### src/hw/rtl/obm_pkg.sv
package obm_pkg;

    localparam int TableEntriesDefault = 32;
    localparam int TickerCountDefault  = 256;

    localparam logic KIND_FILL = 1'b0;
    localparam logic KIND_DONE = 1'b1;

    typedef struct packed {
        logic        kind;
        logic [31:0] trade_number;
        logic [15:0] buyer;
        logic [15:0] seller;
        logic [31:0] resting_time;
        logic [31:0] incoming_time;
        logic [31:0] fill_price;
        logic [7:0]  instrument;
        logic [23:0] fill_amount;
        logic        book_full;
        logic        last;
    } t_result;

endpackage

### src/hw/rtl/obm_out_reg.sv
module obm_out_reg (
    input  logic             i_clk,
    input  logic             i_rst_n,
    input  logic             i_valid,
    output logic             o_ready,
    input  obm_pkg::t_result i_data,
    output logic             o_valid,
    input  logic             i_ready,
    output obm_pkg::t_result o_data
);
    import obm_pkg::*;

    logic    r_valid;
    t_result r_data;

    assign o_ready = !r_valid || i_ready;
    assign o_valid = r_valid;
    assign o_data  = r_data;

    always_ff @(posedge i_clk) begin
        if (!i_rst_n) begin
            r_valid <= 1'b0;
        end else if (o_ready) begin
            r_valid <= i_valid;
        end
        if (o_ready && i_valid) begin
            r_data <= i_data;
        end
    end

    a_hold: assert property (@(posedge i_clk) disable iff (!i_rst_n)
        r_valid && !i_ready |=> r_valid && $stable(r_data))
        else $error("result changed under stall");
    a_take: assert property (@(posedge i_clk) disable iff (!i_rst_n)
        i_valid && o_ready |=> r_valid)
        else $error("result lost");
    a_rdy: assert property (@(posedge i_clk) disable iff (!i_rst_n)
        !r_valid |-> o_ready)
        else $error("empty register not ready");
endmodule

### config.mk
export PLATFORM = sky130hd
export DESIGN_NAME = obm_out_reg
export DESIGN_NICKNAME = d
export VERILOG_FILES = /design/src/hw/rtl/obm_pkg.sv /design/src/hw/rtl/obm_out_reg.sv
export SDC_FILE = /design/constraint.sdc
export NUM_CORES = 1
export LEC_CHECK = 0
export ABC_AREA = 1
export BUFFER_PORTS_ARGS = -buffer_cell sky130_fd_sc_hd__buf_4
export CORE_AREA = 2 2 154 156
export DETAILED_ROUTE_END_ITERATION = 7
export DIE_AREA = 0 0 156 158
export PLACE_DENSITY = 0.53
export SYNTH_ARGS = -nofsm -noshare
export SYNTH_HDL_FRONTEND = slang
export SYNTH_SLANG_ARGS = --single-unit
### constraint.sdc
create_clock -name i_clk -period 11 [get_ports i_clk]
set_input_delay 1.1 -clock i_clk [delete_from_list [all_inputs] [get_ports i_clk]]
set_output_delay 1.1 -clock i_clk [all_outputs]
set_load 0.01 [all_outputs]
# [Yosys cells after proc, flatten, opt, wreduce, memory -nomap -nowiden]
# Index checks and enable logic that the tools add are counted.
# Widths: inputs -> output; s select.
[totals] register_bits=196 latch_bits=0 ram_bits=0 mem_bits_ro=0 inputBits=199 output_inout_bits=197 elab_cells=15 mem_count=0
[op_classes] addsub=0 multipliers=0 n_div=0 order_cmp=0 n_eq_ne=0 shift=0 muxes=0 bitwise_logic=0 reduce_logical=3
[ops] cell="$logic_and 1x1->1" count=1
[ops] cell="$logic_not 1->1" count=1
[ops] cell="$logic_or 1x1->1" count=1

# [Depth between registers and ports, before layout]
# Gate-level depths: netlist of the first run.
[depth] ltp_word=3 depth_mapped=3 ltp_nobuf=3

# [Worst setup path before layout of the first run]
# No wires, ideal clock.
[synth_timing] path_type="input port to flip-flop" start="input i_valid" end="register r_data, in the netlist o_data[0] (enable)" setup_time_ns=0.815 arrival_time_ns=10.527 t_required_ns=10.185 setup_slack_ns=-0.342 path_stages=2 path_buffers=0 cell_sequence="inv_1 a21oi_1"
[synth_via] elab_chain_cells=1
[synth_rtl] element="from (decl)" line="obm_out_reg.sv:4" text="input logic i_valid,"
[synth_rtl] element="$logic_and 1x1->1" line="obm_out_reg.sv:26" text="if (o_ready && i_valid) begin"
[synth_rtl] element="to (signal assigned)" line="obm_out_reg.sv:27" text="r_data <= i_data;"
[synth_rtl] element="to (decl)" line="obm_out_reg.sv:14" text="t_result r_data;"
# No other way between the ends.
# A chain may end at the register's enable or synchronous reset.

# [Worst setup path in the final report of the first run]
[layout_timing] start="input i_ready" end="output o_ready"
[layout_via] elab_chain_cells=1
[layout_rtl] element="from (decl)" line="obm_out_reg.sv:8" text="input logic i_ready,"
[layout_rtl] element="$logic_or 1x1->1" line="obm_out_reg.sv:16" text="assign o_ready = !r_valid || i_ready;"
[layout_rtl] element="to (decl)" line="obm_out_reg.sv:5" text="output logic o_ready,"
# No other way between the ends.

==> summary.txt, run 1 <==
Total of endpoints with negative setup slack in the final report: 0
Internal power summed over all cells: 1270 uW
GR Layer Usage met3: 6.351%
Avg Synthesized Cell Area: 29.24 um^2
Via count: 3620
Worst hold margin: 0.5391 ns
Max stage delay cell, worst path: sky130_fd_sc_hd__buf_4
Proportion of synthesized chip area in sequential cells: 99.47%
Power per cell area: 167.3 mW/mm^2
Iteration count of the initial detailed-routing pass: 4
Global-route wire length before repair: 21570 um
Overall Global Routing Usage: 11.92%
Time the final worst path needs with I/O delays and setup: 2.593 ns
Area overhead of the layout relative to synthesis: 66.47%
Antenna violations before repair: 0
Remaining global-route overflow: 0
Post-synthesis instance area: 0.005907 mm^2
Worst setup SP type: input pin
Post-layout utilization of the core: 42.66%
Number of global-route vias before repair: 3764
Fraction of power consumed by the clock network: 36.4%
Cells after Synth: 202
Deepest level of the CTS H-tree: 4
Worst VDD drop: 0.1019 mV
First-iteration detailed-routing DRC count: 200
Core region area: 0.02305 mm^2
Number of routed nets with antenna violations: 0
Routability Congestion: 0.7744
Effective utilization at floorplan: 25.62%
MaxCap Viol Count: 0
Status: completed
Global-route track usage on met2: 19.97%
Hold Path Class: register to register
Leakage component of the power: 0.004105 uW
Worst clock skew on the final layout: 0.01017 ns
Largest buffer count on any clock path: 2
Largest driver fanout on the critical path: 2
DPL Wire Length: 11600 um
Non-filler cells in the finished layout: 920
I/O Buffers: 395
Register bit count reported by yosys: 196
Root Buffer: sky130_fd_sc_hd__clkbuf_16
Total inserted antenna cells: 0
Peak clock frequency supported by timing: 385.6 MHz
Die width: 156 um
Die Outline Area: 0.02465 mm^2
Reported net switching power: 375.7 uW
Cell type with the highest occurrence count on the critical path: sky130_fd_sc_hd__buf_4
Number of nets in the final layout: 816
Required time worst endpoint: 9.90 ns
Final critical-path share of the clock period: 23.57%
Post-CTS Repair Setup Buffers: 0
Worst-Margin Slew: 1.171 ns
Post-cts sizing count: 0
Final-report hold violation count: 0
Share of total power in sequential cells: 53.9%
Number of hold buffers added after cts: 0
Die Span Y: 158 um
Total negative slack: 0 ns
Average detailed-routed wire length per instance: 16.93 um
Critical Path Sink Type: output port
Clock transition at the register clock pins on the worst setup and hold paths after CTS: 0.08 ns
Most common cell after layout, fill and taps aside: sky130_fd_sc_hd__buf_4
CP Buf/Inv Count: 3
Total clock buffers created by CTS: 17
CTS tree: built
Layout cell share with drive strength beyond 1: 68.41%
Cell breakdown of the critical path: buf_4, inv_2, nand2_2, buf_4
Detailed-route vias per instance: 3.935
Number of pins with negative max-slew slack in the final report: 0
Switching share of total power: 22.83%
Warnings from Yosys: 0
Drt total wl: 15580 um
Boundary pin count: 396
# placed instances: 888
Total number of clock tree sinks: 196
Worst setup path class: input pin to output port
CP peak stage delay: 0.14 ns
Gate power share: 9.8%
Number of cell rows: 56
Commonest cells after routing, fill and taps aside: sky130_fd_sc_hd__buf_4 (395), sky130_fd_sc_hd__edfxtp_1 (195), sky130_fd_sc_hd__clkbuf_16 (17), sky130_fd_sc_hd__inv_6 (7), sky130_fd_sc_hd__inv_8 (3)
Cell variety after synth: 7
Synthesized net count: 401
Pin count of the biggest net entering global routing: 196
Most used routing layer in global routing: met2
Data arrival time at the worst-slack endpoint: 1.49 ns
Residual DRC count: 0
Gate family responsible for the most delay along the worst path: buffers and inverters
Slew Limit Headroom: 21.91%
Clock network latency to the later pin of the worst-skew pair: 0.42 ns
Unrepaired setup endpoints after global routing: false
Fraction of met1 tracks used by global routing: 12.82%
==> tightest hold or removal path, stage by stage, from the launching register on <==
cell and delay (ns):
sky130_fd_sc_hd__dfxtp_1 0.36, sky130_fd_sc_hd__nand2_2 0.10, sky130_fd_sc_hd__a21oi_2 0.05
==> cells in the mapped netlist <==
library cell | count | share of area [%]
sky130_fd_sc_hd__edfxtp_1 | 195 | 99
sky130_fd_sc_hd__inv_1 | 2 | 0.13
sky130_fd_sc_hd__a21oi_1 | 1 | 0.085
sky130_fd_sc_hd__a21oi_2 | 1 | 0.15
sky130_fd_sc_hd__dfxtp_1 | 1 | 0.34
sky130_fd_sc_hd__inv_2 | 1 | 0.063
sky130_fd_sc_hd__nand2_2 | 1 | 0.11
==> per-stage QoR <==
step / total power (uW) / setup slack (ns) / area [um^2]
floorplan: 946.8 / 3.708 / 5911
global placement: 1065 / 8.418 / 9266
detailed placement: 1068 / 8.376 / 9266
CTS: 1676 / 8.408 / 9833
global route: 1716 / 8.389 / 9833
finish: 1646 / 8.407 / 9833
==> power by group through the flow <==
stage | Combinational [uW] | Clock (uW) | Sequential (uW)
finish | 161 | 598 | 887
global route | 172 | 653 | 891
CTS | 164 | 624 | 887
detailed placement | 164 | 0 | 904
global placement | 162 | 0 | 903
floorplan | 13.7 | 0 | 933
==> area by class of cell <==
| class | instances | area (um^2) |
|---|---|---|
| Fill cell | 2048 | 13220 |
| Sequential cell | 196 | 5876 |
| Timing Repair Buffer | 396 | 2985 |
| Clock buffer | 18 | 429.2 |
| Tap cell | 290 | 362.8 |
| Clock inverter | 14 | 137.6 |
| Multi-Input combinational cell | 3 | 31.28 |
| Inverter | 3 | 11.26 |
==> registers in the layout, indices dropped and copies added, names as in the netlist <==
signal / count
o_data: 195
o_valid: 1
==> path summary, 6_finish.rpt <==
path,startpoint,slack [ns],cells after the start,end
worst min register to register,o_valid,0.54,2,o_valid
worst min-delay path,o_valid,0.54,2,o_valid
worst max register to register,o_valid,9.13,2,o_data[107]
worst max-delay path,i_ready,8.41,4,o_ready
==> routing by layer <==
layer | wire, um | share of wire [%]
met1 | 5402 | 35
met2 | 7976 | 51
met3 | 1971 | 13
met4 | 227 | 1.5
met5 | 0 | 0
==> kinds of logic (layout without fill, tap and decap cells) <==
kind of cell,Yosys count,count (layout),share of synthesized area (%)
AND/OR/NAND/NOR,1,1,0.1060
AO/OA/AOI/OAI,2,2,0.2329
flip-flops,196,196,99.47
buffers and inverters,3,431,0.1906
No activity file was read; power rests on OpenSTA's default activity.
==> run 2: changes to the inputs <==
- CORE_AREA: 2 2 154 156 -> 2 2 156 158
- DIE_AREA: 0 0 156 158 -> 0 0 158 160
- PLACE_DENSITY: 0.53 -> 0.5
- clock period: 11 -> 2.4 ns (I/O delays scaled with it)
==> run 2 against run 1 <==
Effect of this change:
- the run now fails in clock tree synthesis (4_1_cts)
- synthesized area unchanged
- synthesized cell count unchanged
==> summary.txt, run 2 <==
Most instantiated library cell after synthesis: sky130_fd_sc_hd__edfxtp_1
Avg Synthesized Cell Area: 29.24 um^2 (unchanged)
Leading cell types by count after synthesis: sky130_fd_sc_hd__edfxtp_1 (195), sky130_fd_sc_hd__inv_1 (2)
Number of cell rows: 57 (+1.8%)
Stage where the run ended: clock tree synthesis (4_1_cts)
Effective utilization at floorplan: 24.80% (-0.83 points)
Largest cells by area after synthesis: sky130_fd_sc_hd__edfxtp_1 (99%), sky130_fd_sc_hd__dfxtp_1 (0.34%), sky130_fd_sc_hd__a21oi_2 (0.15%)
Total clock buffers created by CTS: 17 (unchanged)
Post-CTS Repair Setup Buffers: 0 (unchanged)
Deepest level of the CTS H-tree: 4 (unchanged)
Routability Congestion: 0.7149 (-7.7%)
# placed instances: 923 (+3.9%)
Dominant synthesized flop cell: sky130_fd_sc_hd__edfxtp_1
Proportion of synthesized chip area in sequential cells: 99.47% (unchanged)
Largest buffer count on any clock path: 2 (unchanged)
Die width: 158 um (+1.3%)
Synthesized net count: 401 (unchanged)
Post-cts sizing count: 0 (unchanged)
Warnings from Yosys: 0 (unchanged)
Number of hold buffers added after cts: 192 (+192)
Error Message: [ERROR RSZ-0060] Max buffer count reached.
Root Buffer: sky130_fd_sc_hd__clkbuf_16
Number of synthesized flops with an enable pin: 195 (unchanged)
Largest area contributor in the netlist: sky130_fd_sc_hd__edfxtp_1
Proportion of netlist area held by the largest area contributor: 99.13% (unchanged)
Total number of clock tree sinks: 196 (unchanged)
DPL Wire Length: 11960 um (+3.1%)
Status: did not finish
Post-synthesis instance area: 0.005907 mm^2 (unchanged)
Boundary pin count: 396 (unchanged)
Cells after Synth: 202 (unchanged)
Register bit count reported by yosys: 196 (unchanged)
Share of synthesized flip-flops with an asynchronous set or reset: 0% (unchanged)
Placed cell area: 0.009343 mm^2 (+0.82%)
I/O Buffers: 395 (unchanged)
Die Span Y: 160 um (+1.3%)
Cell variety after synth: 7 (unchanged)
[run 2: cell counts after synthesis]
Identical to the previous run, type by type.
[run 2: cells by family after synthesis]
logic type             synth area share (%)
AOI/OAI and AO/OA                    0.2329
buffers and inverters                0.1906
DFF                                   99.47
and+or+nand+nor                      0.1060
[run 2: per-stage QoR]
step	hold WS [ns]	setup slack, ns
after global placement	0.4179	0.9672
after detailed placement	0.4192	0.9279
after floorplan	0.3389	-1.597
==> run 3: changes to the inputs <==
- CORE_AREA: 2 2 156 158 -> 2 2 152 154
- DIE_AREA: 0 0 158 160 -> 0 0 154 156
- PLACE_DENSITY: 0.5 -> not set
- PLACE_DENSITY_LB_ADDON: not set -> 0.15
==> run 3 against run 2 <==
Effect of this change:
- synthesized area is the same
- synthesized cell count stayed put
- the run again fails in clock tree synthesis (4_1_cts)
==> summary.txt, run 3 <==
Status: did not finish
Stage where the run ended: clock tree synthesis (4_1_cts)
Error Message: [ERROR RSZ-0060] Max buffer count reached.
Post-cts sizing count: 0 (unchanged)
Largest buffer count on any clock path: 2 (unchanged)
Dominant synthesized flop cell: sky130_fd_sc_hd__edfxtp_1
Most instantiated library cell after synthesis: sky130_fd_sc_hd__edfxtp_1
Leading cell types by count after synthesis: sky130_fd_sc_hd__edfxtp_1 (195), sky130_fd_sc_hd__inv_1 (2)
Cell variety after synth: 7 (unchanged)
Effective utilization at floorplan: 26.41% (+1.6 points)
Total clock buffers created by CTS: 17 (unchanged)
Deepest level of the CTS H-tree: 4 (unchanged)
Routability Congestion: 0.7442 (+4.1%)
Die width: 154 um (-2.5%)
Synth Area in Compound Gates: 0.2330% (unchanged)
Cells after Synth: 202 (unchanged)
Total number of clock tree sinks: 196 (unchanged)
Area fraction in and, or, nand and nor cells after synthesis: 0.1059% (unchanged)
DPL Wire Length: 12740 um (+6.5%)
Post-placement worst setup slack: 0.9045 ns (-0.02345 ns)
Proportion of synthesized chip area in sequential cells: 99.47% (unchanged)
Proportion of netlist area held by the largest area contributor: 99.13% (unchanged)
Post-CTS Repair Setup Buffers: 0 (unchanged)
Post-synthesis instance area: 0.005907 mm^2 (unchanged)
Die Span Y: 156 um (-2.5%)
Root Buffer: sky130_fd_sc_hd__clkbuf_16
Dominant combinational cell family by area after synthesis: compound AO/OA/AOI/OAI gates
Boundary pin count: 396 (unchanged)
Avg Synthesized Cell Area: 29.24 um^2 (unchanged)
Number of synthesized flops with an enable pin: 195 (unchanged)
XOR/XNOR Fraction of Synth Area: 0% (unchanged)
Number of cell rows: 55 (-3.5%)
Synthesized net count: 401 (unchanged)
Number of hold buffers added after cts: 184 (-4.2%)
Largest area contributor in the netlist: sky130_fd_sc_hd__edfxtp_1
Mux contribution to synthesized area: 0% (unchanged)
I/O Buffers: 395 (unchanged)
Share of synthesized flip-flops with an asynchronous set or reset: 0% (unchanged)
Adder-Cell Fraction of Synth Area: 0% (unchanged)
Largest cells by area after synthesis: sky130_fd_sc_hd__edfxtp_1 (99%), sky130_fd_sc_hd__dfxtp_1 (0.34%), sky130_fd_sc_hd__a21oi_2 (0.15%)
Register bit count reported by yosys: 196 (unchanged)
Warnings from Yosys: 0 (unchanged)
[run 3: cell counts after synthesis]
Identical to the previous run, type by type.
[run 3: kinds of logic after synthesis]
logic type,count (synthesis)
AOI/OAI and AO/OA,2
DFF,196
buffers and inverters,3
and+or+nand+nor,1
[run 3: through the flow]
| stage | setup TNS [ns] | hold WS [ns] | cell area [um^2] | util (%) | instances |
|---|---|---|---|---|---|
| floorplan | -311.48 | 0.3389 | 5932 | - | 202 |
| global placement | 0 | 0.4183 | 9294 | 41.56 | 884 |
| detailed placement | 0 | 0.4192 | 9294 | 41.56 | 884 |
